`src/rtl/tsnb_pkg.sv`:
```
// Shared types, constants and helpers of the texture sampler.
package tsnb_pkg;

  localparam int MAX_TEX_WIDTH    = 256;
  localparam int MAX_TEX_HEIGHT   = 256;
  localparam int WEIGHT_FRAC_BITS = 8;

  localparam int COORD_W    = 18;
  localparam int COORD_FRAC = 16;
  localparam int SIZE_W     = 9;
  localparam int ADDR_W     = 16;
  localparam int CHAN_W     = 8;
  localparam int TEXEL_W    = 3 * CHAN_W;
  localparam int CFG_IDX_W  = 2;

  localparam int STORE_DEPTH = MAX_TEX_WIDTH * MAX_TEX_HEIGHT;
  localparam int BANK_DEPTH  = (STORE_DEPTH + 1) / 2;
  localparam int BANK_AW     = $clog2(BANK_DEPTH);

  // scaled coordinate p = u * w, signed
  localparam int P_W    = COORD_W + SIZE_W + 1;
  // integer part of a nonnegative p
  localparam int IX_W   = P_W - 1 - COORD_FRAC;
  localparam int ROW_W  = 2 * SIZE_W + 1;
  localparam int WT_W   = 2 * WEIGHT_FRAC_BITS + 1;
  localparam int CP_W   = CHAN_W + WT_W;
  localparam int SUM_W  = CP_W + 2;

  localparam int QUEUE_DEPTH = 4;
  localparam int QPTR_W      = $clog2(QUEUE_DEPTH);

  localparam logic [SIZE_W-1:0] TEX_SIZE_RESET = SIZE_W'(256);

  typedef enum logic {
    OP_WRITE  = 1'b0,
    OP_SAMPLE = 1'b1
  } op_t;

  typedef enum logic [CFG_IDX_W-1:0] {
    REG_TEX_WIDTH   = 2'd0,
    REG_TEX_HEIGHT  = 2'd1,
    REG_FILTER_MODE = 2'd2
  } cfg_idx_t;

  localparam logic MODE_NEAREST  = 1'b0;
  localparam logic MODE_BILINEAR = 1'b1;

  // One classified item on its way from front to back.
  typedef struct packed {
    op_t                         op;
    logic                        hit;   // sample in range, or write inside store
    logic [ROW_W-1:0]            row0;  // linear index of (x0,y0), or write address
    logic [ROW_W-1:0]            row1;  // linear index of (x0,y0+1)
    logic [WEIGHT_FRAC_BITS-1:0] fx;
    logic [WEIGHT_FRAC_BITS-1:0] fy;
    logic [TEXEL_W-1:0]          texel;
  } q_item_t;

  function automatic logic [SIZE_W-1:0] clamp_size(input logic [SIZE_W-1:0] s,
                                                   input int maxv);
    logic [SIZE_W-1:0] r;
    r = s;
    if (s == '0) r = SIZE_W'(1);
    else if (32'(s) > 32'(maxv)) r = SIZE_W'(maxv);
    return r;
  endfunction

endpackage

```
`src/rtl/tsnb_queue.sv`:
```
// Small FIFO between the front end and the back end.
module tsnb_queue (
  input  logic              clk,
  input  logic              rst,
  input  logic              push,
  input  tsnb_pkg::q_item_t wr_item,
  input  logic              pop,
  output tsnb_pkg::q_item_t rd_item,
  output logic              full,
  output logic              empty
);
  import tsnb_pkg::*;

  q_item_t           slots [QUEUE_DEPTH];
  logic [QPTR_W-1:0] wr_ptr;
  logic [QPTR_W-1:0] rd_ptr;
  logic [QPTR_W:0]   count;

  assign full    = count == (QPTR_W+1)'(QUEUE_DEPTH);
  assign empty   = count == '0;
  assign rd_item = slots[rd_ptr];

  always_ff @(posedge clk) begin
    if (rst) begin
      wr_ptr <= '0;
      rd_ptr <= '0;
      count  <= '0;
    end else begin
      if (push) wr_ptr <= wr_ptr + QPTR_W'(1);
      if (pop)  rd_ptr <= rd_ptr + QPTR_W'(1);
      count <= count + (QPTR_W+1)'(push) - (QPTR_W+1)'(pop);
    end
  end

  always_ff @(posedge clk) begin
    if (push) slots[wr_ptr] <= wr_item;
  end

endmodule

```
`config.mk`:
```
export PLATFORM = sky130hd
export DESIGN_NAME = tsnb_queue
export DESIGN_NICKNAME = d
export VERILOG_FILES = /design/src/rtl/tsnb_pkg.sv /design/src/rtl/tsnb_queue.sv
export SDC_FILE = /design/constraint.sdc
export NUM_CORES = 1
export LEC_CHECK = 0
export BUFFER_PORTS_ARGS = -buffer_cell sky130_fd_sc_hd__buf_2
export CAP_MARGIN = 20
export CORE_MARGIN = 2
export CORE_UTILIZATION = 45
export DETAILED_ROUTE_END_ITERATION = 10
export PLACE_DENSITY = 0.73
export SYNTH_ARGS = -nofsm -noshare
export SYNTH_HDL_FRONTEND = slang
export SYNTH_SLANG_ARGS = --single-unit
```
`constraint.sdc`:
```
create_clock -name clk -period 7.49 [get_ports clk]
set_input_delay 0.3745 -clock clk [delete_from_list [all_inputs] [get_ports clk]]
set_output_delay 0.3745 -clock clk [all_outputs]
set_load 0.01 [all_outputs]
```
==> results of run 1 <==
-- path summary, 6_finish.rpt --
| kind | startpoint | endpoint | slack, ns | depth (start not counted) |
|---|---|---|---|---|
| worst min register to register | rd_ptr[0]$_SDFFE_PP0P_ | flop | 0.56 | 2 |
| worst max register to register | wr_ptr[0]$_SDFFE_PP0P_ | slots[1][35]$_DFFE_PP_ | 5.27 | 3 |
| worst max-delay path | flop | rd_item[3] | 4.14 | 3 |
| worst min-delay path | wr_item[7] | slots[2][7]$_DFFE_PP_ | 0.09 | 1 |
-- synthesized netlist by cell type, drive strengths merged --
cell    number
dfxtp        9
inv          6
mux2i        1
nor2b        2
a21bo        1
and3         1
nor2         5
edfxtp     320
xor3         1
and2         4
ha           6
a21oi        1
fa           1
xnor2        2
buf         18
nand3b       1
mux4        80
nor3         1
-- sequential cells by signal, summed over array words and instances (netlist names), named ones only --
| name | cells |
|---|---|
| rd_ptr | 2 |
| wr_ptr | 2 |
| slots | 320 |
| count | 3 |
-- final cells by class --
cell class	instances	share of cell area
clock inverter	14	0.0140
multi-input combinational	107	0.143
inverter	6	0.00157
timing repair buffer	171	0.0608
tap	335	0.0293
antenna	2	0.000349
sequential	329	0.684
clock buffer	45	0.0674
-- cells in the final DEF (no fill, tap or decap), types with 4 or more instances in the layout --
master / netlist / layout
buf_2: 8 / 165
buf_4: 0 / 6
bufinv_16: 0 / 5
inv_1: 6 / 6
clkbuf_1: 0 / 7
dfxtp_1: 9 / 7
mux4_2: 80 / 80
clkbuf_16: 0 / 37
and2_4: 0 / 4
nor2_1: 5 / 5
edfxtp_1: 320 / 320
ha_1: 6 / 6
clkinv_2: 0 / 5
-- logic make-up (layout without fill, tap and decap cells) --
family	after synthesis	in the layout	synth area share
xor+xnor	3	3	0.00342
compound gates	2	2	0.00124
mux	81	81	0.150
fa+ha+maj	7	7	0.00788
buf+inv	24	236	0.0197
flops	329	329	0.811
other cells	0	2	0
simple gates	14	14	0.00622
-- layer usage --
layer / GRT usage / wire, um
met1: 0.190 / 8830
met2: 0.270 / 11000
met3: 0.0381 / 1250
met4: 0.0465 / 488
met5: 0 / 13
-- stage by stage --
stage               utilization  hold WS, ns  power, mW  instance area, sq um  cells
finish                    0.547       0.0924       4.25                 14300   1009
global route              0.547       0.0806       4.40                 14300   1008
CTS                       0.547       0.0721       4.30                 14300   1007
detailed placement        0.502        0.524       2.57                 13200    948
global placement          0.502        0.515       2.55                 13200    948
floorplan                     -        0.446       2.42                 12100    460
-- where the power goes --
part           total [mW]  internal [mW]  switching (mW)
logic               0.360          0.175           0.186
clock network        1.73           1.08           0.649
registers            2.16           2.12          0.0414
total                4.25           3.37           0.876
==> impl_results.md, run 1 <==
- Area used by multi-input combinational logic: between 2000 and 2500 sq um
- Skew final: roughly 0.0083 ns
- Final period demand of the worst path: 3.35 ns
- Via count of the first global-routing pass: 5,969
- Quantity of gates resized following cts: 0
- Ordered cell list for the critical path: buf_4, mux4_2, buf_2
- Pwr/cell area: between 200 and 300 nW/um^2
- Post-route worst setup slack: 4.14 ns
- Root Buffer Master: clkbuf_16
- Setup repair after global routing missed its margin: no
- Post-synth net total: about 550
- Area fraction of the dominant cell type after synthesis: 0.796
- TritonCTS clock tree: yes
- Chip width: 168 um
- Total vias in the final route: 5,337
- Total number of placement rows: between 50 and 60
- Cell area after synthesis: around 12,000 sq um
- Reg clk slew, reported paths: around 0.06 ns
- DR DRC count: 0
- Die Area: ~28,000 sq um
- GRT overflow: 0
- Max_cap viols: 0
- Post-CTS setup buffers: 0
- Endpoint required time on the critical path: between 7 and 8 ns
- Maximum number of pins on one net before global-route repair: 51
- Setup TNS: 0 ns
- Antenna violations before repair: 3
- Count of TritonRoute iterations in the first routing pass: 4
- Number of buffers added by the clock tree synthesis step: 35
- Post-route antenna net violation count: 0
- Starting DRC count in detailed routing: 486
- Yosys warning count: 0
- Total global routing track utilization: 0.154
- Clock sink count: ~330
- Cell at the slowest stage of the critical path: dfxtp_4
- Starting Density: 0.460
- Per-cell routed wire length: 21.4 um
- Wire length of the first global-routing pass: 33.1 mm
- Synth-to-layout area growth: 18.8%
- Period utilization: 0.447
- Maximum cell stage delay along the critical path: about 0.97 ns
- Syn avg cell area: roughly 26 sq um
- Final net count: 741
- Area of the core: approximately 26,000 sq um
- Max IR drop VDD: 0.193 mV
- Synthesized netlist cell count: 460
- Count of fill cells added during filler insertion: about 1,900
- Count of cell types in the netlist: 21
- Post-Route WL: between 20 and 25 mm
- Final hold viol count: 0
- Setup crit start kind: flop
- Critical Path AT: 2.98 ns
- Vias/cell: 5.29
- Top area cells in the synthesized netlist: edfxtp_1 80%, mux4_2 15%, dfxtp_1 1.5%
- Buffering stage count on the worst path with inverters included: 2
- Measured slew at the worst slew-check pin: slightly above 0.9 ns
- Post-synthesis sequential area ratio: 0.811
- Outcome: completed
- Area used by sequential logic in the layout: between 9000 and 10,000 sq um
- Achievable frequency: roughly 300 MHz
- Max-slew headroom: 0.377
- Worst setup timing slack at the placement stage: ~4.5 ns
- Critical Setup Path Class: flop to output port
- Post-detail-place hpwl: roughly 13 mm
- CTS HTree Levels: 2
- Crit path capture type: output port
- Cell leakage power: between 4 and 5 nW
- Critical path peak fanout: 46
- Register bit count reported by yosys: about 330
- Final number of max-transition violations: 0
- Buffer levels on the longest clock path: 3
- Vertical die dimension: 168 um
- Setup violation total in the final timing report: 0
- Layout cell share with drive strength beyond 1: 0.458
- Worst path top cell family by delay: flip-flops
- Count of boundary I/O pins: around 170
- Dominant cell type by area after synthesis: edfxtp_1
- Number of hold buffers added after cts: 0
- Count of port buffers added during placement: about 170
- Kind of path behind the tightest hold check: primary input to flop
- Routability congestion estimate: 0.670
- Clock latency on the worst-skew pair: 0.49 ns
Power figures use the tool's default switching activity.
==> run 2, diff against run 1 <==
--- a/config.mk
+++ b/config.mk
@@ -5,6 +5,7 @@
 export SDC_FILE = /design/constraint.sdc
 export NUM_CORES = 1
 export LEC_CHECK = 0
+export ABC_AREA = 1
 export BUFFER_PORTS_ARGS = -buffer_cell sky130_fd_sc_hd__buf_2
 export CAP_MARGIN = 20
 export CORE_MARGIN = 2
==> constraint.sdc (replaced) <==
create_clock -name clk -period 3.47 [get_ports clk]
set_input_delay 0.1735 -clock clk [delete_from_list [all_inputs] [get_ports clk]]
set_output_delay 0.1735 -clock clk [all_outputs]
set_load 0.01 [all_outputs]
==> run 2 against run 1 <==
  * Sequential cell count unchanged
  * Routed wire length increased by 18%
  * Global-route usage increased by 1.3 points
  * First-iteration DRC count increased by 26%
  * Worst hold slack got worse by 0.044 ns
  * Via count increased by 49%
  * Total power increased by 110%
  * Die area increased by 8.0%
  * Combinational power increased by 140%
  * Highest routed layer unchanged
==> impl_results.md, run 2 <==
- Reg clk slew, reported paths: around 0.06 ns
- Via count of the first global-routing pass: between 8,000 and 9,000
- Number of antenna repair diodes: 0
- DP Cell Count: approximately 1,500
- Prevailing post-synth register cell: edfxtp_1
- Maximum cell stage delay along the critical path: about 0.86 ns
- Starting DRC count in detailed routing: 610
- Routability congestion estimate: 0.707
- Post-layout instance count excluding filler cells: roughly 1,600
- Post-route worst setup slack: 0.932 ns
- Yosys warning count: 0
- Total global routing track utilization: 0.167
- Most numerous cell in the Yosys netlist: edfxtp_1
- List of most frequent post-synthesis cells: 320 x edfxtp_1, 177 x inv_1, 168 x nand2_1
- Count of fill cells added during filler insertion: 2,261
- Chip width: ~170 um
- Final net count: approximately 1,300
- Count of boundary I/O pins: around 170
- Clock latency on the worst-skew pair: 0.49 ns
- Max_cap viols: 0
- Final number of max-transition violations: 0
- Post-synth net total: between 1,000 and 1,500
- Total vias in the final route: between 7,000 and 8,000
- Number of buffers added by the clock tree synthesis step: 34
- Antenna violations before repair: 1
- CTS HTree Levels: 2
- Final hold viol count: 0
- Skew final: 0.0111 ns
- Crit path capture type: output port
- Post-CTS setup buffers: 0
- Outcome: completed
- Commonest non-fill, non-tap cell in the layout: edfxtp_1
- Post-route antenna net violation count: 0
- Setup TNS: 0 ns
- Synth async-reset ratio: 0
- DR DRC count: 0
- GRT overflow: 0
- Measured slew at the worst slew-check pin: between 0.7 and 0.8 ns
- Vias/cell: 4.86
- Biggest registers after layout: slots: 320 flops, count: 3 flops
- Top area cells in the synthesized netlist: edfxtp_1 74%, inv_1 5.1%, nand2_1 4.8%
- Area of the core: 28,600 sq um
- Critical Path AT: 2.36 ns
- Max-slew headroom: 0.468
- Ordered cell list for the critical path: buf_4, nand2_1, o211ai_1, nand2_1, buf_2
- Setup crit start kind: flop
- Post-synth EDFFs: 320
- Worst path top cell family by delay: flip-flops
- Worst setup timing slack at the placement stage: between 1 and 1.5 ns
- Pwr/cell area: between 500 and 600 nW/um^2
- Synth-to-layout area growth: 22.8%
- Critical path peak fanout: 78
- Vertical die dimension: between 150 and 200 um
- Total number of placement rows: just over 60
- Setup slack of the worst register-to-register path: about 1.5 ns
- Syn avg cell area: 13.2 sq um
- Buffering stage count on the worst path with inverters included: 2
- Post-detail-place hpwl: 14.8 mm
- TritonCTS clock tree: yes
- Cell area after synthesis: about 13,000 sq um
- Count of cell types in the netlist: 19
- Die Area: 30,400 sq um
- Post-synthesis sequential area ratio: 0.750
- Root Buffer Master: clkbuf_16
- Maximum number of pins on one net before global-route repair: ~110
- Achievable frequency: around 400 MHz
- Endpoint required time on the critical path: 3.30 ns
- Clock sink count: roughly 330
- Setup repair after global routing missed its margin: no
- Critical Setup Path Class: flop to output port
- Count of port buffers added during placement: around 170
- Cell leakage power: between 6 and 7 nW
- Dominant cell type by area after synthesis: edfxtp_1
- Count of TritonRoute iterations in the first routing pass: 7
- Max IR drop VDD: slightly below 0.4 mV
- Register with the highest flop count: slots
- Layout cell share with drive strength beyond 1: 0.179
- Final period demand of the worst path: ~2.5 ns
- Synthesized netlist cell count: 991
- CP dominant cell by count: nand2_1
- Starting Density: 0.456
- Top library cells by usage in the layout, fill and taps aside: 320 x edfxtp_1, 173 x inv_1, 168 x nand2_1, 165 x buf_2, 85 x a21oi_1
- Setup violation total in the final timing report: 0
- Wire length of the first global-routing pass: approximately 40 mm
- Post-Route WL: ~25 mm
- Cell at the slowest stage of the critical path: dfxtp_4
- Per-cell routed wire length: 15.5 um
- Register bit count reported by yosys: between 300 and 400
- Area fraction of the dominant cell type after synthesis: 0.736
- Flip-flop count of the largest register, all copies and words added: 320
- Buffer levels on the longest clock path: 3
- Period utilization: 0.731
- Kind of path behind the tightest hold check: primary input to flop
[run 2: changes by cell type after synthesis, sizes merged, moves of 27 or more]
cell,before,now
nand2,0,168
mux4,80,0
inv,6,177
a21oi,1,86
o21ai,0,84
o211ai,0,80
buf,18,45
[run 2: where the power goes]
part | internal, mW | leakage, nW | switching [mW] | total [mW]
Combinational | 0.338 | 2.74 | 0.539 | 0.877
Clock | 2.08 | 0.511 | 1.37 | 3.45
Sequential | 4.54 | 3.02 | 0.0723 | 4.62
Total | 6.96 | 6.26 | 1.99 | 8.95
[run 2: area by class of cell]
class                           instances  area [sq um]  share of cell area
Sequential cell                       329          9800               0.611
Multi-Input combinational cell        431          2210               0.138
Timing Repair Buffer                  259          1810               0.113
Clock buffer                           45           956              0.0596
Inverter                              177           674              0.0421
Tap cell                              384           480              0.0300
Clock inverter                         15           116             0.00726
[run 2: path summary, 6_finish.rpt]
kind	startpoint	end	cells after the start
worst max register to register	wr_ptr[0]$_SDFFE_PP0P_	slots[0][14]$_DFFE_PP_	5
worst max-delay path	flop	rd_item[15]	5
worst min-delay path	push	wr_ptr[0]$_SDFFE_PP0P_	3
worst min register to register	rd_ptr[1]$_SDFFE_PP0P_	flop	2
[run 2: logic make-up (layout without fill, tap and decap cells)]
group / after synthesis / after routing / synth area share
AOI/OAI and AO/OA: 250 / 250 / 0.111
DFF: 329 / 329 / 0.750
adders and majority gates: 7 / 7 / 0.00728
and+or+nand+nor: 174 / 174 / 0.0502
buffers and inverters: 231 / 496 / 0.0815
[run 2: worst min-delay path, cell delays in order]
cell,delay (ns)
buf_2,0.14
inv_1,0.10
a21oi_1,0.07
[run 2: metrics by stage]
step           utilization  power (mW)  hold WS [ns]  cell area [sq um]
2_1_floorplan            -        5.18         0.245              13100
3_3_place_gp         0.493        5.47         0.364              14100
3_5_place_dp         0.494        5.51         0.368              14100
4_1_cts              0.560        9.04        0.0260              16000
5_1_grt              0.560        9.31        0.0384              16000
6_report             0.560        8.95        0.0487              16000
[run 2: what timing repair did]
| item | CTS | global route |
|---|---|---|
| hold endpoints to repair | 325 | 0 |
| hold buffers | 82 | 0 |
| resized for setup | 0 | 0 |
[run 2: routing by layer]
layer / vias to the layer above / GRT usage / part of all wire
met2: 196 / 0.283 / 0.49
met3: 47 / 0.0343 / 0.052
met1: 3796 / 0.218 / 0.44
met5: - / 0 / 0.00043
li1: 3928 / - / -
met4: 2 / 0.0473 / 0.021
==> run 3, diff against run 2 <==
--- a/config.mk
+++ b/config.mk
@@ -5,7 +5,7 @@
 export SDC_FILE = /design/constraint.sdc
 export NUM_CORES = 1
 export LEC_CHECK = 0
-export ABC_AREA = 1
+export ABC_AREA = 0
 export BUFFER_PORTS_ARGS = -buffer_cell sky130_fd_sc_hd__buf_2
 export CAP_MARGIN = 20
 export CORE_MARGIN = 2
==> constraint.sdc (replaced) <==
create_clock -name clk -period 2.47 [get_ports clk]
set_input_delay 0.1235 -clock clk [delete_from_list [all_inputs] [get_ports clk]]
set_output_delay 0.1235 -clock clk [all_outputs]
set_load 0.01 [all_outputs]
==> run 3 against run 2 <==
  * Global-route usage shrank 0.12 points
  * Sequential share of layout area rose by 2.7 points
  * Routed wire length is 10% lower
  * Worst hold slack improved by 0.33 ns
  * Utilization increased by 2.6 points
  * Via count down 28%
==> impl_results.md, run 3 (synthesis results as in run 1) <==
- Flip-flop count of the largest register, all copies and words added: 320
- Maximum cell stage delay along the critical path: between 0.6 and 0.7 ns
- Reg clk slew, reported paths: 0.06 ns
- Clock network fraction of design power: 0.400
- Final hold viol count: 0
- Max_cap viols: 0
- TritonCTS clock tree: yes
- Final net count: just over 800
- Buffer levels on the longest clock path: 3
- Total vias in the final route: ~5,700
- Max-slew headroom: 0.666
- Count of port buffers added during placement: approximately 170
- Kind of path behind the tightest hold check: primary input to flop
- Count of TritonRoute iterations in the first routing pass: 4
- Period utilization: 0.932
- Layout cell share with drive strength beyond 1: 0.416
- Count of boundary I/O pins: 166
- Fraction of power spent switching nets: 0.212
- Biggest registers after layout: slots: 320 flops, count: 3 flops
- Maximum number of pins on one net before global-route repair: slightly above 80
- Quantity of gates resized following cts: 0
- Measured slew at the worst slew-check pin: between 0.5 and 0.6 ns
- Post-Route WL: between 20 and 25 mm
- Worst setup timing slack at the placement stage: 0.628 ns
- Critical path peak fanout: 25
- Met1 Usage GRT: 0.208
- Total global routing track utilization: 0.166
- Starting Density: 0.460
- Post-CTS setup buffers: 0
- Chip width: 168 um
- Met2 demand-to-capacity share in global routing: 0.294
- Setup TNS: 0 ns
- Vias/cell: around 5.2
- Area of the core: between 20,000 and 30,000 sq um
- Critical Setup Path Class: flop to output port
- Busiest layer in global routing: met2
- Endpoint required time on the critical path: approximately 2.4 ns
- Setup crit start kind: flop
- Number of buffers added by the clock tree synthesis step: 35
- Final number of max-transition violations: 0
- Antenna violations before repair: 1
- Final hold slack: 0.376 ns
- Post-route antenna net violation count: 0
- Total number of placement rows: 59
- Setup violation total in the final timing report: 0
- Skew final: 0.0143 ns
- Number of hold buffers added after cts: 84
- DR DRC count: 0
- Starting DRC count in detailed routing: 397
- Post-detail-place hpwl: roughly 13 mm
- Routability congestion estimate: between 0.7 and 0.8
- Max IR drop VDD: a little over 0.7 mV
- Per-cell routed wire length: 20.8 um
- Post-route worst setup slack: 0.168 ns
- Cell at the slowest stage of the critical path: dfxtp_4
- Global routing met3 resource utilization: 0.0395
- Count of fill cells added during filler insertion: about 1,900
- Crit path capture type: output port
- Ordered cell list for the critical path: buf_12, mux4_2, buf_2
- Clock sink count: 329
- Synth-to-layout area growth: 27.3%
- Wire length of the first global-routing pass: 35.8 mm
- Cell leakage power: around 5.3 nW
- Top library cells by usage in the layout, fill and taps aside: 320 x edfxtp_1, 165 x buf_2, 84 x dlygate4sd3_1, 80 x mux4_2, 37 x clkbuf_16
- Critical Path AT: 2.18 ns
- Sequential share of power: 0.501
- Total internal power: between 10 and 15 mW
- Combinational share of power: 0.100
- Achievable frequency: ~430 MHz
- Root Buffer Master: clkbuf_16
- Die Area: about 28,000 sq um
- Net load switching power: around 2.8 mW
- Pwr/cell area: around 850 nW/um^2
- Via count of the first global-routing pass: about 6,400
- Final period demand of the worst path: roughly 2.3 ns
- Register with the highest flop count: slots
- CTS HTree Levels: 2
- Setup repair after global routing missed its margin: no
- Vertical die dimension: 168 um
- Outcome: completed
- Commonest non-fill, non-tap cell in the layout: edfxtp_1
- GRT overflow: 0
- Clock latency on the worst-skew pair: roughly 0.5 ns
run 3: changes by cell type in the layout (fill, tap and decap cells not counted), moves of 24 or more:
cell	change
nand2_1	-168
inv_1	-167
a21oi_1	-84
mux4_2	+80
o211ai_1	-80
o21ai_1	-60
o21ai_0	-24
run 3: final timing paths:
check,from,to,slack [ns],cells after the start
setup / recovery,flop,rd_item[34],0.17,3
hold / removal,wr_item[65],slots[1][65]$_DFFE_PP_,0.38,2
setup reg to reg,count[0]$_SDFF_PP0_,count[2]$_SDFF_PP0_,0.67,7
hold reg to reg,rd_ptr[0]$_SDFFE_PP0P_,flop,0.55,2
run 3: metal layers:
layer / up-vias / share of wire / wire length, um
met2: 184 / 0.53 / 12100
met1: 2979 / 0.40 / 9090
li1: 2542 / - / -
met3: 31 / 0.060 / 1370
met4: 0 / 0.014 / 323
met5: - / 0 / 0
run 3: area by class of cell:
class	count	area (sq um)	area share
Inverter	6	22.5	0.00147
Antenna cell	1	2.50	0.000163
Tap cell	335	419	0.0273
Timing Repair Buffer	261	1910	0.124
Clock buffer	42	945	0.0615
Multi-Input combinational cell	107	2050	0.133
Sequential cell	329	9800	0.638
Clock inverter	21	219	0.0143
run 3: through the flow:
stage	instance area, sq um	instances	total power, mW	utilization
after global placement	13400	954	7.78	0.510
after CTS	15400	1101	13.1	0.586
after global routing	15400	1102	13.5	0.586
final	15400	1102	13.0	0.586
after detailed placement	13400	954	7.84	0.510
after floorplan	12100	460	7.34	-
run 3: power groups by stage:
stage	registers (mW)	logic, mW	clock network [mW]
after floorplan	6.58	0.757	0
after global placement	6.60	1.18	0
after detailed placement	6.62	1.21	0
after CTS	6.51	1.33	5.29
after global routing	6.53	1.41	5.55
final	6.51	1.30	5.19
run 3: critical path, delay by kind of cell (launching register included):
family	cells	cell delay, ns
flip-flops	1	0.64
multiplexers	1	0.57
buffers and inverters	2	0.46
