File: src/rtl/tsnb_pkg.sv
// Shared types, constants and helpers of the texture sampler.
package tsnb_pkg;

  localparam int MAX_TEX_WIDTH    = 256;
  localparam int MAX_TEX_HEIGHT   = 256;
  localparam int WEIGHT_FRAC_BITS = 8;

  localparam int COORD_W    = 18;
  localparam int COORD_FRAC = 16;
  localparam int SIZE_W     = 9;
  localparam int ADDR_W     = 16;
  localparam int CHAN_W     = 8;
  localparam int TEXEL_W    = 3 * CHAN_W;
  localparam int CFG_IDX_W  = 2;

  localparam int STORE_DEPTH = MAX_TEX_WIDTH * MAX_TEX_HEIGHT;
  localparam int BANK_DEPTH  = (STORE_DEPTH + 1) / 2;
  localparam int BANK_AW     = $clog2(BANK_DEPTH);

  // scaled coordinate p = u * w, signed
  localparam int P_W    = COORD_W + SIZE_W + 1;
  // integer part of a nonnegative p
  localparam int IX_W   = P_W - 1 - COORD_FRAC;
  localparam int ROW_W  = 2 * SIZE_W + 1;
  localparam int WT_W   = 2 * WEIGHT_FRAC_BITS + 1;
  localparam int CP_W   = CHAN_W + WT_W;
  localparam int SUM_W  = CP_W + 2;

  localparam int QUEUE_DEPTH = 4;
  localparam int QPTR_W      = $clog2(QUEUE_DEPTH);

  localparam logic [SIZE_W-1:0] TEX_SIZE_RESET = SIZE_W'(256);

  typedef enum logic {
    OP_WRITE  = 1'b0,
    OP_SAMPLE = 1'b1
  } op_t;

  typedef enum logic [CFG_IDX_W-1:0] {
    REG_TEX_WIDTH   = 2'd0,
    REG_TEX_HEIGHT  = 2'd1,
    REG_FILTER_MODE = 2'd2
  } cfg_idx_t;

  localparam logic MODE_NEAREST  = 1'b0;
  localparam logic MODE_BILINEAR = 1'b1;

  // One classified item on its way from front to back.
  typedef struct packed {
    op_t                         op;
    logic                        hit;   // sample in range, or write inside store
    logic [ROW_W-1:0]            row0;  // linear index of (x0,y0), or write address
    logic [ROW_W-1:0]            row1;  // linear index of (x0,y0+1)
    logic [WEIGHT_FRAC_BITS-1:0] fx;
    logic [WEIGHT_FRAC_BITS-1:0] fy;
    logic [TEXEL_W-1:0]          texel;
  } q_item_t;

  function automatic logic [SIZE_W-1:0] clamp_size(input logic [SIZE_W-1:0] s,
                                                   input int maxv);
    logic [SIZE_W-1:0] r;
    r = s;
    if (s == '0) r = SIZE_W'(1);
    else if (32'(s) > 32'(maxv)) r = SIZE_W'(maxv);
    return r;
  endfunction

endpackage

File: src/rtl/tsnb_req_if.sv
// Request channel: texel writes and sample requests.
interface tsnb_req_if;
  import tsnb_pkg::*;
  logic                      valid;
  logic                      ready;
  logic                      cmd;
  logic [ADDR_W-1:0]         texel_addr;
  logic [CHAN_W-1:0]         in_red;
  logic [CHAN_W-1:0]         in_green;
  logic [CHAN_W-1:0]         in_blue;
  logic signed [COORD_W-1:0] coord_u;
  logic signed [COORD_W-1:0] coord_v;
  modport source (output valid, cmd, texel_addr, in_red, in_green, in_blue, coord_u, coord_v,
                  input ready);
  modport sink   (input valid, cmd, texel_addr, in_red, in_green, in_blue, coord_u, coord_v,
                  output ready);
endinterface

File: src/rtl/tsnb_cfg_if.sv
// Configuration write channel.
interface tsnb_cfg_if;
  import tsnb_pkg::*;
  logic                 valid;
  logic                 ready;
  logic [CFG_IDX_W-1:0] index;
  logic [SIZE_W-1:0]    data;
  modport source (output valid, index, data, input ready);
  modport sink   (input valid, index, data, output ready);
endinterface

File: src/rtl/tsnb_front.sv
// Front end: config registers, coordinate scaling, range check and addressing.
module tsnb_front (
  input  logic              clk,
  input  logic              rst,
  tsnb_req_if.sink          req,
  tsnb_cfg_if.sink          cfg,
  input  logic              q_full,
  output logic              q_push,
  output tsnb_pkg::q_item_t q_item
);
  import tsnb_pkg::*;

  logic [SIZE_W-1:0] tex_width;
  logic [SIZE_W-1:0] tex_height;
  logic              filter_mode;

  logic              f1_valid;
  op_t               f1_op;
  logic [ADDR_W-1:0] f1_addr;
  logic [TEXEL_W-1:0] f1_texel;
  logic signed [P_W-1:0] f1_p;
  logic signed [P_W-1:0] f1_q;
  logic [SIZE_W-1:0] f1_w;
  logic [SIZE_W-1:0] f1_h;
  logic              f1_mode;

  logic [SIZE_W-1:0] w_cl;
  logic [SIZE_W-1:0] h_cl;
  logic              accept;

  logic              neg;
  logic [IX_W-1:0]   x0;
  logic [IX_W-1:0]   y0;
  logic [COORD_FRAC-1:0] fxr;
  logic [COORD_FRAC-1:0] fyr;
  logic [IX_W:0]     x1;
  logic [IX_W:0]     y1;
  logic              in_base;
  logic              in_far;
  logic [2*SIZE_W-1:0] m0;
  logic [ROW_W-1:0]  m1;
  logic [SIZE_W:0]   y0p1;

  assign cfg.ready = 1'b1;
  assign w_cl = clamp_size(tex_width, MAX_TEX_WIDTH);
  assign h_cl = clamp_size(tex_height, MAX_TEX_HEIGHT);
  assign req.ready = !f1_valid || !q_full;
  assign accept = req.valid && req.ready;
  assign q_push = f1_valid && !q_full;

  always_ff @(posedge clk) begin
    if (rst) begin
      tex_width   <= TEX_SIZE_RESET;
      tex_height  <= TEX_SIZE_RESET;
      filter_mode <= MODE_NEAREST;
    end else if (cfg.valid) begin
      case (cfg.index)
        REG_TEX_WIDTH:   tex_width   <= cfg.data;
        REG_TEX_HEIGHT:  tex_height  <= cfg.data;
        REG_FILTER_MODE: filter_mode <= cfg.data[0];
        default: ;
      endcase
    end
  end

  always_ff @(posedge clk) begin
    if (rst) begin
      f1_valid <= 1'b0;
    end else if (req.ready) begin
      f1_valid <= req.valid;
    end
  end

  always_ff @(posedge clk) begin
    if (accept) begin
      f1_op    <= op_t'(req.cmd);
      f1_addr  <= req.texel_addr;
      f1_texel <= {req.in_red, req.in_green, req.in_blue};
      f1_p     <= $signed(req.coord_u) * $signed({1'b0, w_cl});
      f1_q     <= $signed(req.coord_v) * $signed({1'b0, h_cl});
      f1_w     <= w_cl;
      f1_h     <= h_cl;
      f1_mode  <= filter_mode;
    end
  end

  always_comb begin
    neg  = f1_p[P_W-1] | f1_q[P_W-1];
    x0   = f1_p[P_W-2:COORD_FRAC];
    y0   = f1_q[P_W-2:COORD_FRAC];
    fxr  = f1_p[COORD_FRAC-1:0];
    fyr  = f1_q[COORD_FRAC-1:0];
    x1   = (IX_W+1)'(x0) + (IX_W+1)'(fxr != '0);
    y1   = (IX_W+1)'(y0) + (IX_W+1)'(fyr != '0);
    in_base = !neg && (x0 < IX_W'(f1_w)) && (y0 < IX_W'(f1_h));
    in_far  = (x1 < (IX_W+1)'(f1_w)) && (y1 < (IX_W+1)'(f1_h));
    y0p1 = (SIZE_W+1)'(y0[SIZE_W-1:0]) + (SIZE_W+1)'(1);
    m0   = y0[SIZE_W-1:0] * f1_w;
    m1   = y0p1 * f1_w;

    q_item       = '0;
    q_item.op    = f1_op;
    q_item.texel = f1_texel;
    if (f1_op == OP_WRITE) begin
      q_item.row0 = ROW_W'(f1_addr);
      q_item.hit  = 32'(f1_addr) < 32'(STORE_DEPTH);
    end else begin
      q_item.row0 = ROW_W'(m0) + ROW_W'(x0[SIZE_W-1:0]);
      q_item.row1 = m1 + ROW_W'(x0[SIZE_W-1:0]);
      if (f1_mode == MODE_BILINEAR) begin
        q_item.hit = in_base && in_far;
        q_item.fx  = fxr[COORD_FRAC-1 -: WEIGHT_FRAC_BITS];
        q_item.fy  = fyr[COORD_FRAC-1 -: WEIGHT_FRAC_BITS];
      end else begin
        q_item.hit = in_base;
      end
    end
  end

endmodule

File: src/flat_wrapper.sv
// flat-port wrapper written by rule: the top's interface ports become plain ports
module tsnb_front_flat import tsnb_pkg::*;
  (clk, rst, q_full, q_push, q_item, req_valid, req_cmd, req_texel_addr, req_in_red, req_in_green, req_in_blue, req_coord_u, req_coord_v, req_ready, cfg_valid, cfg_index, cfg_data, cfg_ready);
  tsnb_req_if req_i ();
  tsnb_cfg_if cfg_i ();
  input  logic clk;
  input  logic rst;
  input  logic q_full;
  output logic q_push;
  output tsnb_pkg::q_item_t q_item;
  input wire logic [$bits(req_i.valid)-1:0] req_valid;
  input wire logic [$bits(req_i.cmd)-1:0] req_cmd;
  input wire logic [$bits(req_i.texel_addr)-1:0] req_texel_addr;
  input wire logic [$bits(req_i.in_red)-1:0] req_in_red;
  input wire logic [$bits(req_i.in_green)-1:0] req_in_green;
  input wire logic [$bits(req_i.in_blue)-1:0] req_in_blue;
  input wire logic [$bits(req_i.coord_u)-1:0] req_coord_u;
  input wire logic [$bits(req_i.coord_v)-1:0] req_coord_v;
  output wire logic [$bits(req_i.ready)-1:0] req_ready;
  input wire logic [$bits(cfg_i.valid)-1:0] cfg_valid;
  input wire logic [$bits(cfg_i.index)-1:0] cfg_index;
  input wire logic [$bits(cfg_i.data)-1:0] cfg_data;
  output wire logic [$bits(cfg_i.ready)-1:0] cfg_ready;
  assign req_i.valid = req_valid;
  assign req_i.cmd = req_cmd;
  assign req_i.texel_addr = req_texel_addr;
  assign req_i.in_red = req_in_red;
  assign req_i.in_green = req_in_green;
  assign req_i.in_blue = req_in_blue;
  assign req_i.coord_u = req_coord_u;
  assign req_i.coord_v = req_coord_v;
  assign req_ready = req_i.ready;
  assign cfg_i.valid = cfg_valid;
  assign cfg_i.index = cfg_index;
  assign cfg_i.data = cfg_data;
  assign cfg_ready = cfg_i.ready;
  tsnb_front u_core (.clk(clk), .rst(rst), .req(req_i), .cfg(cfg_i), .q_full(q_full), .q_push(q_push), .q_item(q_item));
endmodule
File: config.mk
export PLATFORM = sky130hd
export DESIGN_NAME = tsnb_front_flat
export DESIGN_NICKNAME = d
export VERILOG_FILES = /design/src/rtl/tsnb_pkg.sv /design/src/rtl/tsnb_req_if.sv /design/src/rtl/tsnb_cfg_if.sv /design/src/rtl/tsnb_front.sv /design/src/flat_wrapper.sv
export SDC_FILE = /design/constraint.sdc
export NUM_CORES = 1
export LEC_CHECK = 0
export BUFFER_PORTS_ARGS = -buffer_cell sky130_fd_sc_hd__buf_2
export CAP_MARGIN = 20
export CORE_MARGIN = 5
export CORE_UTILIZATION = 48
export CTS_BUF_LIST = sky130_fd_sc_hd__clkbuf_2 sky130_fd_sc_hd__clkbuf_4 sky130_fd_sc_hd__clkbuf_8
export CTS_CLUSTER_DIAMETER = 200
export CTS_CLUSTER_SIZE = 16
export DETAILED_ROUTE_END_ITERATION = 8
export HOLD_SLACK_MARGIN = 0.06
export PLACE_DENSITY = 0.66
export SYNTH_ARGS = -nofsm -noshare
export SYNTH_HDL_FRONTEND = slang
export SYNTH_SLANG_ARGS = --single-unit
File: constraint.sdc
create_clock -name clk -period 24.5 [get_ports clk]
set_clock_uncertainty 0.15 [all_clocks]
set_input_delay 7.35 -clock clk [delete_from_list [all_inputs] [get_ports clk]]
set_output_delay 7.35 -clock clk [all_outputs]
set_load 0.005 [all_outputs]
==> results of run 1 <==
[stage by stage]
stage,utilization,area [um^2]
6_report,0.521,25900
5_1_grt,0.521,25900
4_1_cts,0.521,25900
3_5_place_dp,0.512,25500
3_3_place_gp,0.512,25500
2_1_floorplan,-,24000
[flip-flops by register name, summed over array words and instances (netlist names)]
register,flops
u_core.f1_op,1
u_core.f1_mode,1
u_core.f1_h,9
u_core.f1_texel,24
u_core.filter_mode,1
u_core.f1_q,28
u_core.tex_width,9
u_core.f1_valid,1
u_core.tex_height,9
u_core.f1_addr,16
u_core.f1_w,9
u_core.f1_p,28
[power by group through the flow]
stage               logic [mW]  clock network (mW)  registers (mW)
finish                    1.03               0.196           0.299
global route              1.18               0.212           0.301
CTS                       1.05               0.202           0.299
detailed placement        1.04                   0           0.304
global placement          1.02                   0           0.304
floorplan                0.754                   0           0.288
[worst reg2reg max path: cells and delay by family (launching register included)]
kind | cells | cell delay [ns]
adder cells (fa/ha/maj) | 6 | 2.83
AND/OR/NAND/NOR | 5 | 1.46
AO/OA/AOI/OAI | 5 | 1.43
flip-flops | 1 | 0.62
buffers and inverters | 5 | 0.25
[layout make-up]
type | count | area [um^2] | share of cell area
clock inverter | 15 | 183 | 0.00704
timing repair buffer | 194 | 1040 | 0.0401
sequential | 136 | 3880 | 0.150
multi-input combinational | 1812 | 17900 | 0.691
antenna | 3 | 7.51 | 0.000289
clock buffer | 17 | 234 | 0.00902
inverter | 484 | 1820 | 0.0700
tap | 672 | 841 | 0.0324
[per-layer routing]
metal	vias to the layer above	global-route usage	wire, um
met5	-	0	0
met4	0	0.0439	871
met3	52	0.0259	2040
met2	317	0.350	26400
met1	8678	0.292	25300
li1	8178	-	-
[cells by family (layout without fill, tap and decap cells)]
kind of cell,count (synthesis),after routing,synth area share
AND/OR/NAND/NOR,776,776,0.163
adder cells (fa/ha/maj),660,660,0.466
buffers and inverters,575,710,0.0904
AO/OA/AOI/OAI,246,246,0.0692
flip-flops,136,136,0.162
XOR/XNOR,101,101,0.0369
multiplexers,28,28,0.0122
other,1,4,0.000156
[worst min path at each step]
stage | to | cells after the start | from | slack (ns)
after floorplan | u_core.f1_mode | 0 | u_core.filter_mode | 0.26
after global placement | u_core.f1_valid | 2 | u_core.f1_valid | 0.33
after detailed placement | u_core.tex_width[0] | 2 | u_core.tex_width[0] | 0.34
after CTS | u_core.tex_width[0] | 2 | u_core.tex_width[0] | 0.36
after global routing | u_core.f1_valid | 2 | u_core.f1_valid | 0.39
final | u_core.f1_valid | 2 | u_core.f1_valid | 0.36
[cells in the final DEF, fill, tap and decap left out, types with 19 or more instances in the layout]
| cell type | netlist | routed |
|---|---|---|
| nor2b_1 | 29 | 28 |
| nor2_1 | 71 | 71 |
| ha_1 | 270 | 270 |
| dfxtp_1 | 20 | 20 |
| a21o_1 | 44 | 44 |
| xnor2_1 | 79 | 79 |
| edfxtp_1 | 116 | 116 |
| a21oi_1 | 70 | 70 |
| and3_1 | 23 | 23 |
| buf_2 | 0 | 174 |
| buf_4 | 3 | 19 |
| fa_1 | 390 | 390 |
| inv_1 | 484 | 484 |
| nand3_1 | 32 | 32 |
| nand2_1 | 306 | 306 |
| o21ai_0 | 42 | 42 |
| and2_1 | 237 | 236 |
| xor2_1 | 22 | 22 |
==> flow_summary.ini, run 1 <==
[clock_tree]
post_cts_resized = 0
cts_setup_buffers = 0
cts_hold_repair.buffers = 0
clkTransAtPathRegs_ns = 0.08
root_buffer = clkbuf_8
cts_made_buffers = 17
insertion_delay_ns = 0.47
htree_levels = 4
cts_sinks = 136
cts.path.max_buffers = 2
cts_tree = built

[critical_path]
cp-endpoint = q_push
worstPathRequired_ns = 17.00
reg2reg_from = u_core.tex_height[8]
crit_path_frequent_cell = buf_2
worstSetupEndpointType = output port
r2r_slack_ns = 17.53
r2r_cells = 21
slowest_stage = buf_2
cp_top_family = buffers and inverters
crit_chain = buf_2 -> nor2b_1 -> buf_2
worstPathArrival_ns = 7.70
critical_path_depth = 3
setup.worst_path.start_class = input pin
max_stage_delay_ns = 0.12
crit_fanout = 3
startpoint = q_full
crit_type = in -> out
worstReg2RegEnd = u_core.f1_q[26]
cp.buffers_inverters = 2

[global_routing]
grt_pass1_vias = 18511
antenna_found_initial = 2
grt_pass1_wl_mm = 92.4
track_usage = 0.208
grt_max_degree = 69
grt.overflow.total = 0

[power]
power_density_nw_per_um2 = 58.7
irDropWorstVdd_mv = 0.0640
p_leak_nw = 13.3
power.share.combinational = 0.675
p_int_mw = 0.838
switchingPower_mw = 0.686
pwr-share-clk = 0.129
switching_share = 0.450
p_seq_frac = 0.196
total_power_mw = 1.52

[synth]
netlist.area_leader.share = 0.325
avgSynthCellArea_um2 = 9.51
synthTopCellsByCount = inv_1 (484), fa_1 (390), nand2_1 (306)
synth_area_um2 = 24000
synth_edf_count = 116
yosysMostFrequentCell = inv_1
synth_seq_cells = 136
yosysWarnings = 0
synth_top_cell_by_area = fa_1
synth.distinct_cells = 68
synth_nets = 3276
synth_flop_cell = edfxtp_1
async_reset_ff_frac = 0
synth_cells = 2523
yosysSeqAreaShare = 0.162
synthTopCellsByArea = fa_1 (33%), edfxtp_1 (15%), ha_1 (14%)

[floorplan]
fp.coreArea_um2 = 49800
rows = 82
die_area_um2 = 54500
die_w_um = 234
die_y_um = 234
io_pins = 176
start_util = 0.482

[route]
drt-total-wl_mm = 54.6
dr.first_iter.drc_count = 901
ant_nets = 0
via_per_inst = 5.17
drtPass1Iterations = 5
wl_per_cell_um = 16.4
drc = 0
vias = 17225

[timing]
hold-worst-slack_ns = 0.362
fin_tns_setup_ns = 0
tightest_slew_ns = 0.977
fin_ws_ns = 9.30
max_freq_ghz = 0.0658
finalCritPeriodShare = 0.620
hold_viol_final = 0
drv_slew = 0
relSlewSlack = 0.346
setup_viol = 0
period_needed_ns = 15.20
rsz0062_at_grt = no

[placed_design]
pre_cts_slack_ns = 9.30
portBuffers = 174
placed_cells = 3297
dpl.hpwl_mm = 44.4
gp_congestion = 0.897

[min_path]
worstHoldPathType = reg -> reg

[cells_and_area]
drive_above_1_share = 0.0959
layoutNonFillerInstCount = 3333
syn2layout_area_growth_pct = 8.16
final_nets = 3398
fill_cells = 4536

[run]
drv_cap = 0

[outcome]
status = complete, no violations
(Power assumes the default switching activity.)
==> inputs of run 2 (changes only) <==
Clock period 24.5 ns to 14.9 ns, I/O delays scaled along.
==> flow_summary.ini, run 2 (synthesized netlist as in run 1, its figures left out) <==
[outcome]
status = complete, no violations

[clock_tree]
cts_tree = built
insertion_delay_ns = 0.47
cts_sinks = 136
htree_levels = 4
cts.path.max_buffers = 2
clkTransAtPathRegs_ns = 0.08
cts_setup_buffers = 0
post_cts_resized = 0
root_buffer = clkbuf_8
cts_hold_repair.buffers = 0
cts_made_buffers = 17

[min_path]
min_from = u_core.f1_valid
worstHoldPathType = reg -> reg
worstHoldPathCells = 2

[timing]
fin_ws_ns = 2.86
setup_viol = 0
hold_viol_final = 0
tightest_slew_ns = 0.988
drv_slew = 0
hold-worst-slack_ns = 0.367
max_freq_ghz = 0.0831
period_needed_ns = 12.04
fin_tns_setup_ns = 0
rsz0062_at_grt = no
relSlewSlack = 0.339
finalCritPeriodShare = 0.808

[placed_design]
pre_cts_slack_ns = 3.43
dpl.hpwl_mm = 45.2
gp_congestion = 0.871
portBuffers = 174

[floorplan]
die_y_um = 234
start_util = 0.482
die_w_um = 234
rows = 82
fp.coreArea_um2 = 49800
die_area_um2 = 54500
io_pins = 176

[cells_and_area]
top_regs = u_core.f1_p: 28 flops, u_core.f1_q: 28 flops, u_core.f1_texel: 24 flops
layout_commonest_cell = inv_1
multi_input_area_um2 = 17900
syn2layout_area_growth_pct = 8.18
final_nets = 3400
drive_above_1_share = 0.0970
final_cell_mix = inv_1 (484), fa_1 (390), nand2_1 (306)
final_core_util = 0.522
fill_cells = 4568
seq_area_um2 = 3880

[global_routing]
grt_max_degree = 74
track_usage = 0.209
grt_pass1_vias = 18520
antenna_found_initial = 3
grt_pass1_wl_mm = 92.6
grt.overflow.total = 0

[critical_path]
startpoint = u_core.f1_q[17]
r2r_cells = 21
crit_type = reg -> out
worstPathRequired_ns = 10.28
worstSetupEndpointType = output port
setup.worst_path.start_class = flip-flop
reg2reg_from = u_core.tex_height[8]
crit_fanout = 20
worstPathArrival_ns = 7.42

[power]
power.share.combinational = 0.677
switching_share = 0.447
power_density_nw_per_um2 = 96.2
p_leak_nw = 13.3
switchingPower_mw = 1.11
p_int_mw = 1.38
pwr-share-clk = 0.127
irDropWorstVdd_mv = 0.115
p_seq_frac = 0.196

[route]
vias = 17243
drtPass1Iterations = 5
drc = 0
wl_per_cell_um = 16.5
dr.first_iter.drc_count = 942
drt-total-wl_mm = 55.0
ant_nets = 0
via_per_inst = 5.17

[run]
drv_cap = 0
run 2: changes by cell type in the layout (fill, tap and decap cells not counted):
cell | previous run | this run
diode_2 | 3 | 1
clkinv_8 | 1 | 0
inv_6 | 5 | 4
inv_8 | 4 | 3
clkinv_2 | 1 | 0
clkbuf_4 | 0 | 2
clkinv_4 | 1 | 2
clkinvlp_4 | 0 | 2
clkinv_1 | 1 | 0
buf_4 | 19 | 21
run 2: per-stage QoR:
step	total power [mW]	std cells	cell area [um^2]
floorplan	1.71	2523	24000
global placement	2.17	3299	25500
detailed placement	2.21	3299	25500
CTS	2.54	3331	25900
global route	2.77	3332	25900
finish	2.50	3333	26000
run 2: layer usage:
layer	part of all wire	vias up	track usage
met2	0.49	339	0.357
met1	0.46	8703	0.290
li1	-	8160	-
met5	0	-	0
met4	0.012	0	0.0376
met3	0.041	41	0.0277
run 2: final cells by class:
class,instances,share of cell area
timing repair buffer,196,0.0407
inverter,484,0.0700
clock inverter,13,0.00622
multi-input combinational,1812,0.691
clock buffer,19,0.00959
sequential,136,0.150
tap,672,0.0324
antenna,1,0.0000964
run 2: power by group through the flow:
stage	clock (mW)	sequential [mW]	combinational, mW
final	0.317	0.488	1.69
after global routing	0.344	0.492	1.94
after CTS	0.327	0.489	1.72
after detailed placement	0	0.497	1.71
after global placement	0	0.495	1.67
after floorplan	0	0.473	1.24
run 2: critical path, cell delays in order (launching register included):
cell and delay [ns]:
edfxtp_1 0.77, ha_1 0.35, nand3_1 0.11, xnor2_1 0.70
nand2_1 0.18, fa_1 0.49, fa_1 0.56, inv_1 0.04
ha_1 0.26, inv_1 0.05, fa_1 0.52, inv_1 0.05
fa_1 0.48, ha_1 0.38, o21a_1 0.21, o21a_1 0.18
a2111oi_0 0.42, nor2_1 0.13, o41ai_1 0.43, o21ai_0 0.20
xnor2_1 0.15, and2_1 0.15, buf_2 0.12
run 2: worst paths after layout:
| path | end | slack, ns |
|---|---|---|
| worst min register to register | u_core.f1_valid | 0.37 |
| worst max register to register | u_core.f1_q[27] | 8.20 |
| worst max-delay path | q_item[58] | 2.86 |
| worst min-delay path | u_core.f1_valid | 0.37 |
==> inputs of run 3 (changes only) <==
Settings changed: ABC_AREA from default to 1.
Clock period 14.9 ns to 11.9 ns, I/O delays scaled along.
==> flow_summary.ini, run 3 <==
[synth]
synth_seq_cells = 136
synth.distinct_cells = 47
synth_edf_count = 116
avgSynthCellArea_um2 = 8.08
yosysSeqAreaShare = 0.156
synth_cells = 3086
netlist.area_leader.share = 0.313
async_reset_ff_frac = 0
synth_top_cell_by_area = fa_1
synth_area_um2 = 24900
synth_nets = 3839
yosysWarnings = 0
yosysMostFrequentCell = inv_1
synthTopCellsByArea = fa_1 (31%), edfxtp_1 (14%), ha_1 (14%)
synthTopCellsByCount = inv_1 (719), nand2_1 (634), fa_1 (390)
synth_flop_cell = edfxtp_1

[timing]
rsz0062_at_grt = no
finalCritPeriodShare = 0.845
fin_tns_setup_ns = 0
tightest_slew_ns = 0.981
period_needed_ns = 10.06
drv_slew = 0
max_freq_ghz = 0.0994
hold_viol_final = 0
setup_viol = 0
relSlewSlack = 0.346

[clock_tree]
root_buffer = clkbuf_8
cts_sinks = 136
insertion_delay_ns = 0.52
post_cts_resized = 0
cts_made_buffers = 17
htree_levels = 4
clkTransAtPathRegs_ns = 0.09
cts_setup_buffers = 0
cts.path.max_buffers = 2
cts_tree = built
cts_hold_repair.buffers = 0

[route]
wl_per_cell_um = 16.6
ant_nets = 0
via_per_inst = 5.08
vias = 19862
drt-total-wl_mm = 64.8
drtPass1Iterations = 6
drc = 0
dr.first_iter.drc_count = 1181

[global_routing]
grt_max_degree = 68
use_met2 = 0.388
track_usage = 0.235
grt_pass1_wl_mm = 108
antenna_found_initial = 1
grt.busiest_layer = met2
gr-usage-met3 = 0.0365
grt_util_met1 = 0.329
grt.overflow.total = 0
grt_pass1_vias = 20967

[floorplan]
die_y_um = 238
die_area_um2 = 56600
rows = 83
start_util = 0.485
die_w_um = 238
fp.coreArea_um2 = 51400
io_pins = 176

[critical_path]
crit_chain = ha_1 -> nand2_1 -> inv_1 -> nand2_1 -> o21ai_0 -> nand2_1 -> inv_1 -> nand2_1 -> fa_1 -> fa_1 -> fa_1 -> fa_1 -> inv_1 -> fa_1 -> ha_1 -> a21o_1 -> a21oi_1 -> nand2_1 -> a21oi_1 -> xor2_1 -> nor2_1 -> buf_2
worstPathRequired_ns = 8.18
crit_type = reg -> out
crit_fanout = 19
cp_top_family = adder cells
cp.buffers_inverters = 4
worstSetupEndpointType = output port
worstPathArrival_ns = 6.34
setup.worst_path.start_class = flip-flop
max_stage_delay_ns = 0.78
slowest_stage = edfxtp_1

[min_path]
worstHoldPathType = reg -> reg

[cells_and_area]
syn2layout_area_growth_pct = 7.42
final_area_um2 = 26800
seq_area_um2 = 3880
final_nets = 3972
n_antenna_cell = 0
multi_input_area_um2 = 18000
layoutNonFillerInstCount = 3912
final_core_util = 0.521
top_regs = u_core.f1_p: 28 flops, u_core.f1_q: 28 flops, u_core.f1_texel: 24 flops
layout_commonest_cell = inv_1
fill_cells = 4991
drive_above_1_share = 0.0823
final_cell_mix = inv_1 (719), nand2_1 (634), fa_1 (390)

[run]
drv_cap = 0

[placed_design]
place_area_um2 = 26400
portBuffers = 174
gp_congestion = 0.956
placed_cells = 3880
dpl.hpwl_mm = 54.5

[power]
p_leak_nw = 14.7
irDropWorstVdd_mv = 0.274
power_density_nw_per_um2 = 196

[outcome]
status = complete, no violations
[run 3: changes by cell type after synthesis, sizes merged, moves of 51 or more]
cell	before	now
nand2	306	640
inv	484	740
a21oi	71	133
and2	237	0
xnor2	79	28
nor2	71	351
[run 3: final timing paths]
path                                        end                  from  slack [ns]  cells after the start
worst max register to register  u_core.f1_q[27]  u_core.tex_height[8]        5.18                     23
worst min register to register   u_core.f1_mode    u_core.filter_mode        0.30                      0
worst max-delay path                 q_item[50]       u_core.f1_q[16]        1.84                     22
worst min-delay path             u_core.f1_mode    u_core.filter_mode        0.30                      0
[run 3: cells by family (layout without fill, tap and decap cells)]
logic type               count (synthesis)  in the layout  share of synthesized area
XOR/XNOR                                80             80                     0.0281
buffers and inverters                  807            953                      0.123
flip-flops                             136            136                      0.156
AND/OR/NAND/NOR                       1144           1144                      0.187
adder cells (fa/ha/maj)                660            660                      0.449
other                                    1              1                   0.000150
AO/OA/AOI/OAI                          258            258                     0.0567
[run 3: cell type report]
type                            instances  share of cell area
Sequential cell                       136               0.145
Timing Repair Buffer                  180              0.0342
Inverter                              741               0.104
Multi-Input combinational cell       2143               0.672
Tap cell                              680              0.0318
Clock buffer                           17             0.00874
Clock inverter                         15             0.00486
[run 3: power by group]
group	switching (mW)	internal, mW
clock network	0.221	0.150
logic	2.58	1.62
registers	0.0942	0.596
[run 3: layer usage]
layer | part of all wire | wire length (um)
met2 | 0.46 | 30000
met5 | 0.00017 | 11
met4 | 0.023 | 1490
met1 | 0.45 | 29400
met3 | 0.059 | 3850
[run 3: per-stage QoR]
stage	worst slack, ns	power [mW]	hold WS [ns]
3_5_place_dp	2.43	4.87	0.277
5_1_grt	1.34	5.97	0.311
3_3_place_gp	2.49	4.82	0.275
4_1_cts	1.82	5.29	0.296
6_report	1.84	5.26	0.303
2_1_floorplan	1.92	3.73	0.258
[run 3: worst register-to-register path: stages (launching register included)]
cell and delay [ns]:
dfxtp_1 0.62, inv_1 0.34, nor2_4 0.12, nor2_4 0.45
inv_2 0.16, nor2_1 0.27, inv_1 0.16, fa_1 0.71
inv_1 0.13, fa_1 0.48, fa_1 0.50, fa_1 0.49
inv_1 0.05, fa_1 0.49, inv_1 0.04, ha_1 0.38
nand2_1 0.14, nor2_1 0.21, nand4_1 0.15, o21bai_1 0.20
nand3_1 0.08, nor2_1 0.06, nand3_1 0.06, nand2_1 0.05
